==> src/design/r16dbc_pkg.sv <==
// Shared types and constants for the 16-bit decode and branch control block.
// Holds opcode, condition and ALU code constants plus the decode control struct.
// No dependencies.
package r16dbc_pkg;

    // Major opcodes, instruction bits 15..12
    localparam logic [3:0] OP_REG   = 4'd0;
    localparam logic [3:0] OP_ANDI  = 4'd1;
    localparam logic [3:0] OP_ORI   = 4'd2;
    localparam logic [3:0] OP_XORI  = 4'd3;
    localparam logic [3:0] OP_MEM   = 4'd4;
    localparam logic [3:0] OP_ADDI  = 4'd5;
    localparam logic [3:0] OP_SHIFT = 4'd8;
    localparam logic [3:0] OP_SUBI  = 4'd9;
    localparam logic [3:0] OP_CMPI  = 4'd11;
    localparam logic [3:0] OP_BCOND = 4'd12;
    localparam logic [3:0] OP_MOVI  = 4'd13;
    localparam logic [3:0] OP_LUI   = 4'd15;

    // Op extensions for register forms, instruction bits 7..4
    localparam logic [3:0] EXT_AND = 4'd1;
    localparam logic [3:0] EXT_OR  = 4'd2;
    localparam logic [3:0] EXT_XOR = 4'd3;
    localparam logic [3:0] EXT_ADD = 4'd5;
    localparam logic [3:0] EXT_SUB = 4'd9;
    localparam logic [3:0] EXT_CMP = 4'd11;
    localparam logic [3:0] EXT_MOV = 4'd13;

    // Op extensions under the memory/jump opcode
    localparam logic [3:0] EXT_LOAD  = 4'd0;
    localparam logic [3:0] EXT_STOR  = 4'd4;
    localparam logic [3:0] EXT_JAL   = 4'd8;
    localparam logic [3:0] EXT_JCOND = 4'd12;

    // Shift ops, instruction bits 7..5
    localparam logic [2:0] SH_LSHI  = 3'd0;
    localparam logic [2:0] SH_ASHUI = 3'd1;
    localparam logic [2:0] SH_LSH   = 3'd2;
    localparam logic [2:0] SH_ASHU  = 3'd3;

    // Condition codes
    localparam logic [3:0] CC_EQ = 4'd0;
    localparam logic [3:0] CC_NE = 4'd1;
    localparam logic [3:0] CC_CS = 4'd2;
    localparam logic [3:0] CC_CC = 4'd3;
    localparam logic [3:0] CC_GT = 4'd6;
    localparam logic [3:0] CC_LE = 4'd7;
    localparam logic [3:0] CC_LT = 4'd12;
    localparam logic [3:0] CC_GE = 4'd13;

    // Condition rank within the branch ALU code sequence
    localparam logic [2:0] RANK_EQ = 3'd0;
    localparam logic [2:0] RANK_NE = 3'd1;
    localparam logic [2:0] RANK_GE = 3'd2;
    localparam logic [2:0] RANK_CS = 3'd3;
    localparam logic [2:0] RANK_CC = 3'd4;
    localparam logic [2:0] RANK_GT = 3'd5;
    localparam logic [2:0] RANK_LE = 3'd6;
    localparam logic [2:0] RANK_LT = 3'd7;

    // ALU codes
    localparam logic [5:0] ALU_NONE       = 6'd0;
    localparam logic [5:0] ALU_ADD        = 6'd1;
    localparam logic [5:0] ALU_ADDI       = 6'd2;
    localparam logic [5:0] ALU_SUB        = 6'd3;
    localparam logic [5:0] ALU_SUBI       = 6'd4;
    localparam logic [5:0] ALU_CMP        = 6'd5;
    localparam logic [5:0] ALU_CMPI       = 6'd6;
    localparam logic [5:0] ALU_AND        = 6'd7;
    localparam logic [5:0] ALU_ANDI       = 6'd8;
    localparam logic [5:0] ALU_OR         = 6'd9;
    localparam logic [5:0] ALU_ORI        = 6'd10;
    localparam logic [5:0] ALU_XOR        = 6'd11;
    localparam logic [5:0] ALU_XORI       = 6'd12;
    localparam logic [5:0] ALU_MOV        = 6'd13;
    localparam logic [5:0] ALU_MOVI       = 6'd14;
    localparam logic [5:0] ALU_LSH        = 6'd15;
    localparam logic [5:0] ALU_LSHI       = 6'd16;
    localparam logic [5:0] ALU_ASHU       = 6'd17;
    localparam logic [5:0] ALU_ASHUI      = 6'd18;
    localparam logic [5:0] ALU_LUI        = 6'd19;
    localparam logic [5:0] ALU_LOAD       = 6'd20;
    localparam logic [5:0] ALU_STOR       = 6'd21;
    localparam logic [5:0] ALU_BCOND_BASE = 6'd22;
    localparam logic [5:0] ALU_JCOND_BASE = 6'd30;
    localparam logic [5:0] ALU_JAL        = 6'd38;
    localparam logic [5:0] ALU_NOP        = 6'd39;

    // Mux select bits
    localparam logic [3:0] MUX_M1 = 4'b0001;
    localparam logic [3:0] MUX_M2 = 4'b0010;
    localparam logic [3:0] MUX_M3 = 4'b0100;
    localparam logic [3:0] MUX_M4 = 4'b1000;

    typedef enum logic [1:0] {
        PC_SEL_INC  = 2'd0,
        PC_SEL_DISP = 2'd1,
        PC_SEL_TGT  = 2'd2
    } pc_sel_t;

    typedef struct packed {
        logic [5:0] alu_code;
        logic [3:0] mux_selects;
        logic       reg_write;
        logic       reg_read;
        logic       mem_read;
        logic       mem_write;
        pc_sel_t    pc_sel;
    } dec_ctrl_t;

endpackage

==> src/design/r16dbc_decode.sv <==
// Instruction decoder: control strobes, ALU code and counter source select.
// Purely combinational; uses r16dbc_pkg.
module r16dbc_decode (
    input  logic [15:0]            instruction,
    input  logic [3:0]             status_flags,
    output r16dbc_pkg::dec_ctrl_t  ctrl
);

    logic [3:0] op;
    logic [3:0] cc;
    logic [3:0] ext;
    logic [2:0] sh;
    logic [3:0] m1i;
    logic       flag_z;
    logic       flag_n;
    logic       flag_c;
    logic       cond_known;
    logic       cond_taken;
    logic [2:0] cond_rank;

    assign op     = instruction[15:12];
    assign cc     = instruction[11:8];
    assign ext    = instruction[7:4];
    assign sh     = instruction[7:5];
    assign m1i    = instruction[7] ? 4'b0000 : r16dbc_pkg::MUX_M1;
    assign flag_z = status_flags[3];
    assign flag_n = status_flags[1];
    assign flag_c = status_flags[0];

    // Condition evaluation, shared by Jcond and Bcond
    always_comb begin
        cond_known = 1'b1;
        cond_taken = 1'b0;
        cond_rank  = r16dbc_pkg::RANK_LT;
        case (cc)
            r16dbc_pkg::CC_EQ: begin
                cond_taken = flag_z;
                cond_rank  = r16dbc_pkg::RANK_EQ;
            end
            r16dbc_pkg::CC_NE: begin
                cond_taken = !flag_z;
                cond_rank  = r16dbc_pkg::RANK_NE;
            end
            r16dbc_pkg::CC_CS: begin
                cond_taken = flag_c;
                cond_rank  = r16dbc_pkg::RANK_CS;
            end
            r16dbc_pkg::CC_CC: begin
                cond_taken = !flag_c;
                cond_rank  = r16dbc_pkg::RANK_CC;
            end
            r16dbc_pkg::CC_GT: begin
                cond_taken = flag_n;
                cond_rank  = r16dbc_pkg::RANK_GT;
            end
            r16dbc_pkg::CC_LE: begin
                cond_taken = !flag_n;
                cond_rank  = r16dbc_pkg::RANK_LE;
            end
            r16dbc_pkg::CC_LT: begin
                cond_taken = !flag_n && !flag_z;
                cond_rank  = r16dbc_pkg::RANK_LT;
            end
            r16dbc_pkg::CC_GE: begin
                cond_taken = flag_z || flag_n;
                cond_rank  = r16dbc_pkg::RANK_GE;
            end
            default: begin
                cond_known = 1'b0;
            end
        endcase
    end

    always_comb begin
        ctrl = '{alu_code: r16dbc_pkg::ALU_NONE, mux_selects: 4'b0000,
                 reg_write: 1'b0, reg_read: 1'b0, mem_read: 1'b0, mem_write: 1'b0,
                 pc_sel: r16dbc_pkg::PC_SEL_INC};
        if (instruction == 16'h0000) begin
            ctrl.alu_code = r16dbc_pkg::ALU_NOP;
        end else if (op == r16dbc_pkg::OP_REG) begin
            ctrl.reg_write   = 1'b1;
            ctrl.reg_read    = 1'b1;
            ctrl.mux_selects = r16dbc_pkg::MUX_M2 | r16dbc_pkg::MUX_M3;
            case (ext)
                r16dbc_pkg::EXT_ADD: ctrl.alu_code = r16dbc_pkg::ALU_ADD;
                r16dbc_pkg::EXT_SUB: ctrl.alu_code = r16dbc_pkg::ALU_SUB;
                r16dbc_pkg::EXT_AND: ctrl.alu_code = r16dbc_pkg::ALU_AND;
                r16dbc_pkg::EXT_CMP: begin
                    ctrl.alu_code  = r16dbc_pkg::ALU_CMP;
                    ctrl.reg_write = 1'b0;
                end
                r16dbc_pkg::EXT_OR:  ctrl.alu_code = r16dbc_pkg::ALU_OR;
                r16dbc_pkg::EXT_XOR: ctrl.alu_code = r16dbc_pkg::ALU_XOR;
                r16dbc_pkg::EXT_MOV: ctrl.alu_code = r16dbc_pkg::ALU_MOV;
                default: begin
                    ctrl.reg_write   = 1'b0;
                    ctrl.reg_read    = 1'b0;
                    ctrl.mux_selects = 4'b0000;
                end
            endcase
        end else if (op inside {r16dbc_pkg::OP_ADDI, r16dbc_pkg::OP_SUBI,
                                r16dbc_pkg::OP_ANDI, r16dbc_pkg::OP_CMPI,
                                r16dbc_pkg::OP_ORI, r16dbc_pkg::OP_XORI,
                                r16dbc_pkg::OP_MOVI}) begin
            ctrl.reg_write   = (op != r16dbc_pkg::OP_CMPI);
            ctrl.reg_read    = 1'b1;
            ctrl.mux_selects = m1i | r16dbc_pkg::MUX_M3;
            if (op inside {r16dbc_pkg::OP_ORI, r16dbc_pkg::OP_XORI,
                           r16dbc_pkg::OP_MOVI}) begin
                ctrl.mux_selects = ctrl.mux_selects | r16dbc_pkg::MUX_M4;
            end
            case (op)
                r16dbc_pkg::OP_ADDI: ctrl.alu_code = r16dbc_pkg::ALU_ADDI;
                r16dbc_pkg::OP_SUBI: ctrl.alu_code = r16dbc_pkg::ALU_SUBI;
                r16dbc_pkg::OP_ANDI: ctrl.alu_code = r16dbc_pkg::ALU_ANDI;
                r16dbc_pkg::OP_CMPI: ctrl.alu_code = r16dbc_pkg::ALU_CMPI;
                r16dbc_pkg::OP_ORI:  ctrl.alu_code = r16dbc_pkg::ALU_ORI;
                r16dbc_pkg::OP_XORI: ctrl.alu_code = r16dbc_pkg::ALU_XORI;
                default:             ctrl.alu_code = r16dbc_pkg::ALU_MOVI;
            endcase
        end else if (op == r16dbc_pkg::OP_SHIFT) begin
            if (sh inside {r16dbc_pkg::SH_LSHI, r16dbc_pkg::SH_ASHUI,
                           r16dbc_pkg::SH_LSH, r16dbc_pkg::SH_ASHU}) begin
                ctrl.reg_write   = 1'b1;
                ctrl.reg_read    = 1'b1;
                ctrl.mux_selects = m1i | r16dbc_pkg::MUX_M3 | r16dbc_pkg::MUX_M4;
                if (sh[1]) begin
                    ctrl.mux_selects = ctrl.mux_selects | r16dbc_pkg::MUX_M2;
                end
                case (sh)
                    r16dbc_pkg::SH_LSHI:  ctrl.alu_code = r16dbc_pkg::ALU_LSHI;
                    r16dbc_pkg::SH_ASHUI: ctrl.alu_code = r16dbc_pkg::ALU_ASHUI;
                    r16dbc_pkg::SH_LSH:   ctrl.alu_code = r16dbc_pkg::ALU_LSH;
                    default:              ctrl.alu_code = r16dbc_pkg::ALU_ASHU;
                endcase
            end
        end else if (op == r16dbc_pkg::OP_MEM) begin
            case (ext)
                r16dbc_pkg::EXT_LOAD: begin
                    ctrl.alu_code    = r16dbc_pkg::ALU_LOAD;
                    ctrl.reg_write   = 1'b1;
                    ctrl.mem_read    = 1'b1;
                    ctrl.mux_selects = m1i | r16dbc_pkg::MUX_M2;
                end
                r16dbc_pkg::EXT_STOR: begin
                    ctrl.alu_code    = r16dbc_pkg::ALU_STOR;
                    ctrl.reg_read    = 1'b1;
                    ctrl.mem_write   = 1'b1;
                    ctrl.mux_selects = m1i | r16dbc_pkg::MUX_M2;
                end
                r16dbc_pkg::EXT_JAL: begin
                    ctrl.alu_code    = r16dbc_pkg::ALU_JAL;
                    ctrl.reg_write   = 1'b1;
                    ctrl.reg_read    = 1'b1;
                    ctrl.mux_selects = m1i | r16dbc_pkg::MUX_M2;
                    ctrl.pc_sel      = r16dbc_pkg::PC_SEL_TGT;
                end
                r16dbc_pkg::EXT_JCOND: begin
                    if (cond_known) begin
                        ctrl.alu_code = r16dbc_pkg::ALU_JCOND_BASE + 6'(cond_rank);
                        ctrl.reg_read = 1'b1;
                        if (cond_taken) begin
                            ctrl.pc_sel = r16dbc_pkg::PC_SEL_TGT;
                        end
                    end
                end
                default: begin
                    ctrl.alu_code = r16dbc_pkg::ALU_NONE;
                end
            endcase
        end else if (op == r16dbc_pkg::OP_BCOND) begin
            if (cond_known) begin
                ctrl.alu_code = r16dbc_pkg::ALU_BCOND_BASE + 6'(cond_rank);
                if (cond_taken) begin
                    ctrl.pc_sel = r16dbc_pkg::PC_SEL_DISP;
                end
            end
        end else if (op == r16dbc_pkg::OP_LUI) begin
            ctrl.alu_code    = r16dbc_pkg::ALU_LUI;
            ctrl.reg_write   = 1'b1;
            ctrl.mux_selects = r16dbc_pkg::MUX_M1 | r16dbc_pkg::MUX_M3 | r16dbc_pkg::MUX_M4;
        end
    end

endmodule

==> src/design/risc16_decode_branch_control.sv <==
// Instruction decode and program counter unit, two-register pipeline.
// Uses r16dbc_pkg and r16dbc_decode.
//
// Usage:
//   Input channel (s_valid/s_ready): one instruction word with the status
//   flags and the register-held jump target per item.
//   Result channel (m_valid/m_ready): ALU code, mux selects, register-file
//   and memory strobes, register numbers, immediate and the updated program
//   counter for that instruction.
//   Path: an accepted item passes through the input register, then the
//   result register, before it appears on the result ports.
//   Throughput: one item per cycle when the receiver keeps m_ready high;
//   the counter update, two adds and a three-way select, is combinational
//   decode logic between the two registers.
//   Reset (aresetn low at a rising edge): both pipeline registers empty and
//   the program counter goes to zero.
//   Stall: with m_ready low the result register holds its item; the input
//   register still takes one more item, after which s_ready drops until the
//   result is taken.
//   The counter is PC_WIDTH bits and wraps; m_next_pc shows its low 16 bits,
//   zero-extended when PC_WIDTH is below 16.
module risc16_decode_branch_control #(
    parameter int PC_WIDTH = 16
) (
    input  logic        aclk,
    input  logic        aresetn,
    input  logic        s_valid,
    output logic        s_ready,
    input  logic [15:0] s_instruction,
    input  logic [3:0]  s_status_flags,
    input  logic [15:0] s_target_address,
    output logic        m_valid,
    input  logic        m_ready,
    output logic [5:0]  m_alu_code,
    output logic [3:0]  m_mux_selects,
    output logic        m_reg_write,
    output logic        m_reg_read,
    output logic        m_mem_read,
    output logic        m_mem_write,
    output logic [3:0]  m_source_reg,
    output logic [3:0]  m_dest_reg,
    output logic [7:0]  m_immediate,
    output logic [15:0] m_next_pc
);

    localparam int EXT_WIDTH = (PC_WIDTH > 16) ? PC_WIDTH : 16;

    logic                  in_valid_reg;
    logic [15:0]           ins_reg;
    logic [3:0]            flags_reg;
    logic [15:0]           tgt_reg;
    logic                  out_valid_reg;
    logic [PC_WIDTH-1:0]   pc_reg;
    logic [PC_WIDTH-1:0]   pc_next;
    logic [PC_WIDTH-1:0]   pc_inc;
    logic [PC_WIDTH-1:0]   pc_disp;
    logic [PC_WIDTH-1:0]   pc_tgt;
    logic [EXT_WIDTH-1:0]  tgt_ext;
    logic [EXT_WIDTH-1:0]  pc_ext;
    logic                  advance;
    r16dbc_pkg::dec_ctrl_t ctrl;

    logic [5:0]  alu_code_reg;
    logic [3:0]  mux_selects_reg;
    logic        reg_write_reg;
    logic        reg_read_reg;
    logic        mem_read_reg;
    logic        mem_write_reg;
    logic [3:0]  source_reg_reg;
    logic [3:0]  dest_reg_reg;
    logic [7:0]  immediate_reg;
    logic [15:0] next_pc_reg;

    // Move the held instruction into the result register when it is free
    assign advance = in_valid_reg && (!out_valid_reg || m_ready);
    assign s_ready = !in_valid_reg || advance;

    r16dbc_decode u_decode (
        .instruction  (ins_reg),
        .status_flags (flags_reg),
        .ctrl         (ctrl)
    );

    assign tgt_ext = EXT_WIDTH'(tgt_reg);
    assign pc_tgt  = tgt_ext[PC_WIDTH-1:0];
    assign pc_inc  = pc_reg + PC_WIDTH'(1);
    // Bcond displacement is relative to the current counter, zero-extended
    assign pc_disp = pc_reg + PC_WIDTH'(ins_reg[7:0]);

    always_comb begin
        case (ctrl.pc_sel)
            r16dbc_pkg::PC_SEL_INC:  pc_next = pc_inc;
            r16dbc_pkg::PC_SEL_DISP: pc_next = pc_disp;
            r16dbc_pkg::PC_SEL_TGT:  pc_next = pc_tgt;
            default:                 pc_next = pc_inc;
        endcase
    end

    assign pc_ext = EXT_WIDTH'(pc_next);

    always_ff @(posedge aclk) begin
        if (!aresetn) begin
            in_valid_reg  <= 1'b0;
            out_valid_reg <= 1'b0;
            pc_reg        <= '0;
        end else begin
            if (s_ready) begin
                in_valid_reg <= s_valid;
            end
            if (advance) begin
                out_valid_reg <= 1'b1;
                pc_reg        <= pc_next;
            end else if (m_ready) begin
                out_valid_reg <= 1'b0;
            end
        end
    end

    always_ff @(posedge aclk) begin
        if (s_valid && s_ready) begin
            ins_reg   <= s_instruction;
            flags_reg <= s_status_flags;
            tgt_reg   <= s_target_address;
        end
    end

    always_ff @(posedge aclk) begin
        if (advance) begin
            alu_code_reg    <= ctrl.alu_code;
            mux_selects_reg <= ctrl.mux_selects;
            reg_write_reg   <= ctrl.reg_write;
            reg_read_reg    <= ctrl.reg_read;
            mem_read_reg    <= ctrl.mem_read;
            mem_write_reg   <= ctrl.mem_write;
            source_reg_reg  <= ins_reg[3:0];
            dest_reg_reg    <= ins_reg[11:8];
            immediate_reg   <= ins_reg[7:0];
            next_pc_reg     <= pc_ext[15:0];
        end
    end

    assign m_valid       = out_valid_reg;
    assign m_alu_code    = alu_code_reg;
    assign m_mux_selects = mux_selects_reg;
    assign m_reg_write   = reg_write_reg;
    assign m_reg_read    = reg_read_reg;
    assign m_mem_read    = mem_read_reg;
    assign m_mem_write   = mem_write_reg;
    assign m_source_reg  = source_reg_reg;
    assign m_dest_reg    = dest_reg_reg;
    assign m_immediate   = immediate_reg;
    assign m_next_pc     = next_pc_reg;

endmodule

==> config.mk <==
export PLATFORM = sky130hd
export DESIGN_NAME = risc16_decode_branch_control
export DESIGN_NICKNAME = d
export VERILOG_FILES = /design/src/design/r16dbc_pkg.sv /design/src/design/r16dbc_decode.sv /design/src/design/risc16_decode_branch_control.sv
export SDC_FILE = /design/constraint.sdc
export NUM_CORES = 1
export LEC_CHECK = 0
export CORE_ASPECT_RATIO = 1.75
export CORE_MARGIN = 1
export CORE_UTILIZATION = 40
export CTS_CLUSTER_DIAMETER = 150
export DETAILED_ROUTE_END_ITERATION = 12
export DONT_BUFFER_PORTS = 1
export RECOVER_POWER = 100
export SLEW_MARGIN = 20
export SYNTH_ARGS = -nofsm -noshare
export SYNTH_HDL_FRONTEND = slang
export SYNTH_HIERARCHICAL = 1
export SYNTH_SLANG_ARGS = --single-unit
==> constraint.sdc <==
create_clock -name aclk -period 4.7 [get_ports aclk]
set_input_delay 0.47 -clock aclk [delete_from_list [all_inputs] [get_ports aclk]]
set_output_delay 0.47 -clock aclk [all_outputs]
set_load 0.02 [all_outputs]
==> run_results.csv <==
group,metric,value,unit
clock_network,post_cts_hold_buffer_count,0,
placed_design,port_buffers,0,
worst_setup_path,worst-endpoint-arrival,4510,ps
flow_run,cap_violations,1,
cells_and_area,multi_input_comb_area,2040,µm²
min_path,min-delay-path-class,"in2reg",
clock_network,htree_num_levels,3,
clock_network,deepest_clock_path_buffer_count,2,
sta,final_hold_viol_count,0,
placed_design,place.gp.congestion,0.912,
floorplan,rows,53,
drt,drt-vias-per-instance,5.72,
clock_network,clock_tree_from_tritoncts,"built",
sta,setup_total_negative_slack,0,ps
cells_and_area,area_growth_syn_to_layout,7.70,%
drt,wire_per_inst,19.2,µm
power_and_ir_drop,worst_supply_voltage_drop_on_vdd,0.244,mV
drt,firstDrtPassIters,4,
floorplan,design.core.area,12000,µm²
global_routing,grt_max_degree,38,
worst_setup_path,cp_max_fo,12,
sta,maxClockFrequency,227,MHz
clock_network,count_of_instances_resized_after_the_clock_tree_is_built,0,
worst_setup_path,worstReg2RegEnd,"m_next_pc[12]",
drt,drc_errors,0,
worst_setup_path,required,4800,ps
sta,grt_setup_unrepaired,"no",
floorplan,pin_count,88,
drt,wl,12.1,mm
placed_design,placed_cells_incl_taps,611,
sta,fin_crit,4410,ps
clock_network,cts-root-buf,"clkbuf_16",
sta,final_max_slew_viol_count,36,
worst_setup_path,cp-start-kind,"flop",
worst_setup_path,critPathCaptureType,"flop",
clock_network,clock_sink_count,95,
cells_and_area,final_nets,507,
worst_setup_path,worstReg2RegStart,"ins_reg[8]",
floorplan,die_h,149,µm
global_routing,global_route.overflow_total,0,
drt,drt_first_iter_violations,180,
clock_network,clock_latency,350,ps
worst_setup_path,timing.setup.critical_path_class,"reg2reg",
drt,via_count,3589,
cells_and_area,drive_gt1_frac,0.0801,
clock_network,cts_inserted_buffers,9,
global_routing,wire_length_of_the_first_global_routing_pass,18.5,mm
synthesis,syn-num-nets,522,
global_routing,antenna_found_initial,0,
synthesis,syn-instance-count,472,
worst_setup_path,reg2reg_depth,14,
power_and_ir_drop,p_leak,1.83,nW
sta,final_min_period_over_clock_period,0.939,
floorplan,start_util,0.412,
floorplan,floorplan.die_area,12800,µm²
global_routing,groute.usage.overall,0.194,
placed_design,dp.final_hpwl,8.58,mm
cells_and_area,post_layout_cell_count,627,
clock_network,number_of_setup_buffers_added_after_cts,0,
sta,worst_clock_skew,6.94,ps
cells_and_area,fillers,1159,
cells_and_area,num_antenna_cells,0,
cells_and_area,register_area,2670,µm²
worst_setup_path,critical_path.startpoint,"ins_reg[8]",
min_path,timing.hold.worst.start,"s_instruction[9]",
synthesis,syn_area_per_cell,10.5,µm²
power_and_ir_drop,pwr_density_cell,361,nW/µm²
synthesis,synth_area,4940,µm²
clock_network,cts.reportedPaths.clkPinSlew,70,ps
synthesis,synthesis.yosys.warnings,6,
worst_setup_path,minimum_setup_slack_among_reg_to_reg_paths,290,ps
sta,worstMarginPinSlew,2400,ps
drt,ant_nets,0,
global_routing,via_count_of_the_first_global_routing_pass,3480,
sta,slew_headroom,-0.603,
sta,setup-violations-final,0,
run_status,run_status,"finished, violations left",
worst_setup_path,worstSetupEndpoint,"m_next_pc[12]",
floorplan,floorplan.die.width,86.0,µm
run_status,failing_checks,"max-capacitance violations, max-slew violations",
critical path, stage by stage, from the launching register on:
cell	delay, ps
edfxtp_1	530
nor3b_1	210
a31oi_1	160
o31ai_1	80
a211oi_1	450
a21oi_1	190
nor2b_1	420
nand2b_1	130
ha_1	240
fa_1	410
a21o_1	230
a221o_2	410
a31oi_2	330
o21ai_0	120
a32o_1	240
per-layer routing:
| metal | wire length [µm] | GRT usage | part of all wire |
|---|---|---|---|
| met1 | 4440 | 0.201 | 0.37 |
| met2 | 6700 | 0.362 | 0.56 |
| met3 | 439 | 0.0376 | 0.036 |
| met4 | 485 | 0.0992 | 0.040 |
| met5 | 0 | 0 | 0 |
layout by cell type, fill, tap and decap left out, types with 3 or more instances in the layout:
cell	instances
nor2b_1	5
buf_4	5
xnor2_1	5
nand3_1	13
nand2_1	53
inv_1	8
nor2_1	42
and3_1	3
o211ai_1	7
nor3_1	14
o21a_1	4
a32oi_1	3
dfxtp_1	18
a21o_1	3
a31oi_1	5
nand2b_1	11
ha_1	9
a211oi_1	6
nand4_1	4
a21oi_1	30
clkbuf_1	4
clkbuf_16	9
a22oi_1	3
o31ai_1	3
mux2i_1	3
and2_1	6
and2_0	3
xor2_1	7
o21ai_0	37
edfxtp_1	77
o31a_1	3
layout make-up:
| cell class | instances | share of cell area |
|---|---|---|
| clock buffer | 10 | 0.0449 |
| clock inverter | 6 | 0.0139 |
| inverter | 9 | 0.00635 |
| multi-input combinational | 333 | 0.384 |
| sequential | 95 | 0.502 |
| tap | 165 | 0.0388 |
| timing repair buffer | 9 | 0.00988 |
metrics by stage:
stage	power, mW	cell area, µm²	setup WS (ps)	util	hold WS (ps)
global route	1.99	5320	30.9	0.443	194
CTS	1.94	5360	198	0.447	203
finish	1.92	5320	288	0.443	215
floorplan	1.13	4940	1030	-	439
detailed placement	1.18	5050	264	0.421	461
global placement	1.17	5050	398	0.421	455
where the power goes:
| group | internal, mW | leakage, nW | switching (mW) |
|---|---|---|---|
| Sequential | 0.961 | 0.882 | 0.0542 |
| Combinational | 0.0454 | 0.797 | 0.0946 |
| Clock | 0.435 | 0.148 | 0.331 |
| Total | 1.44 | 1.83 | 0.479 |
how the worst min path moves through the flow:
stage,end,slack [ps],cells after the start
5_1_grt,pc_tgt[15],190,0
3_3_place_gp,pc_reg[2],450,2
4_1_cts,pc_tgt[2],200,0
6_report,ins_reg[9],210,0
3_5_place_dp,pc_reg[2],460,2
2_1_floorplan,m_dest_reg[1],440,0
(Power assumes the default switching activity.)
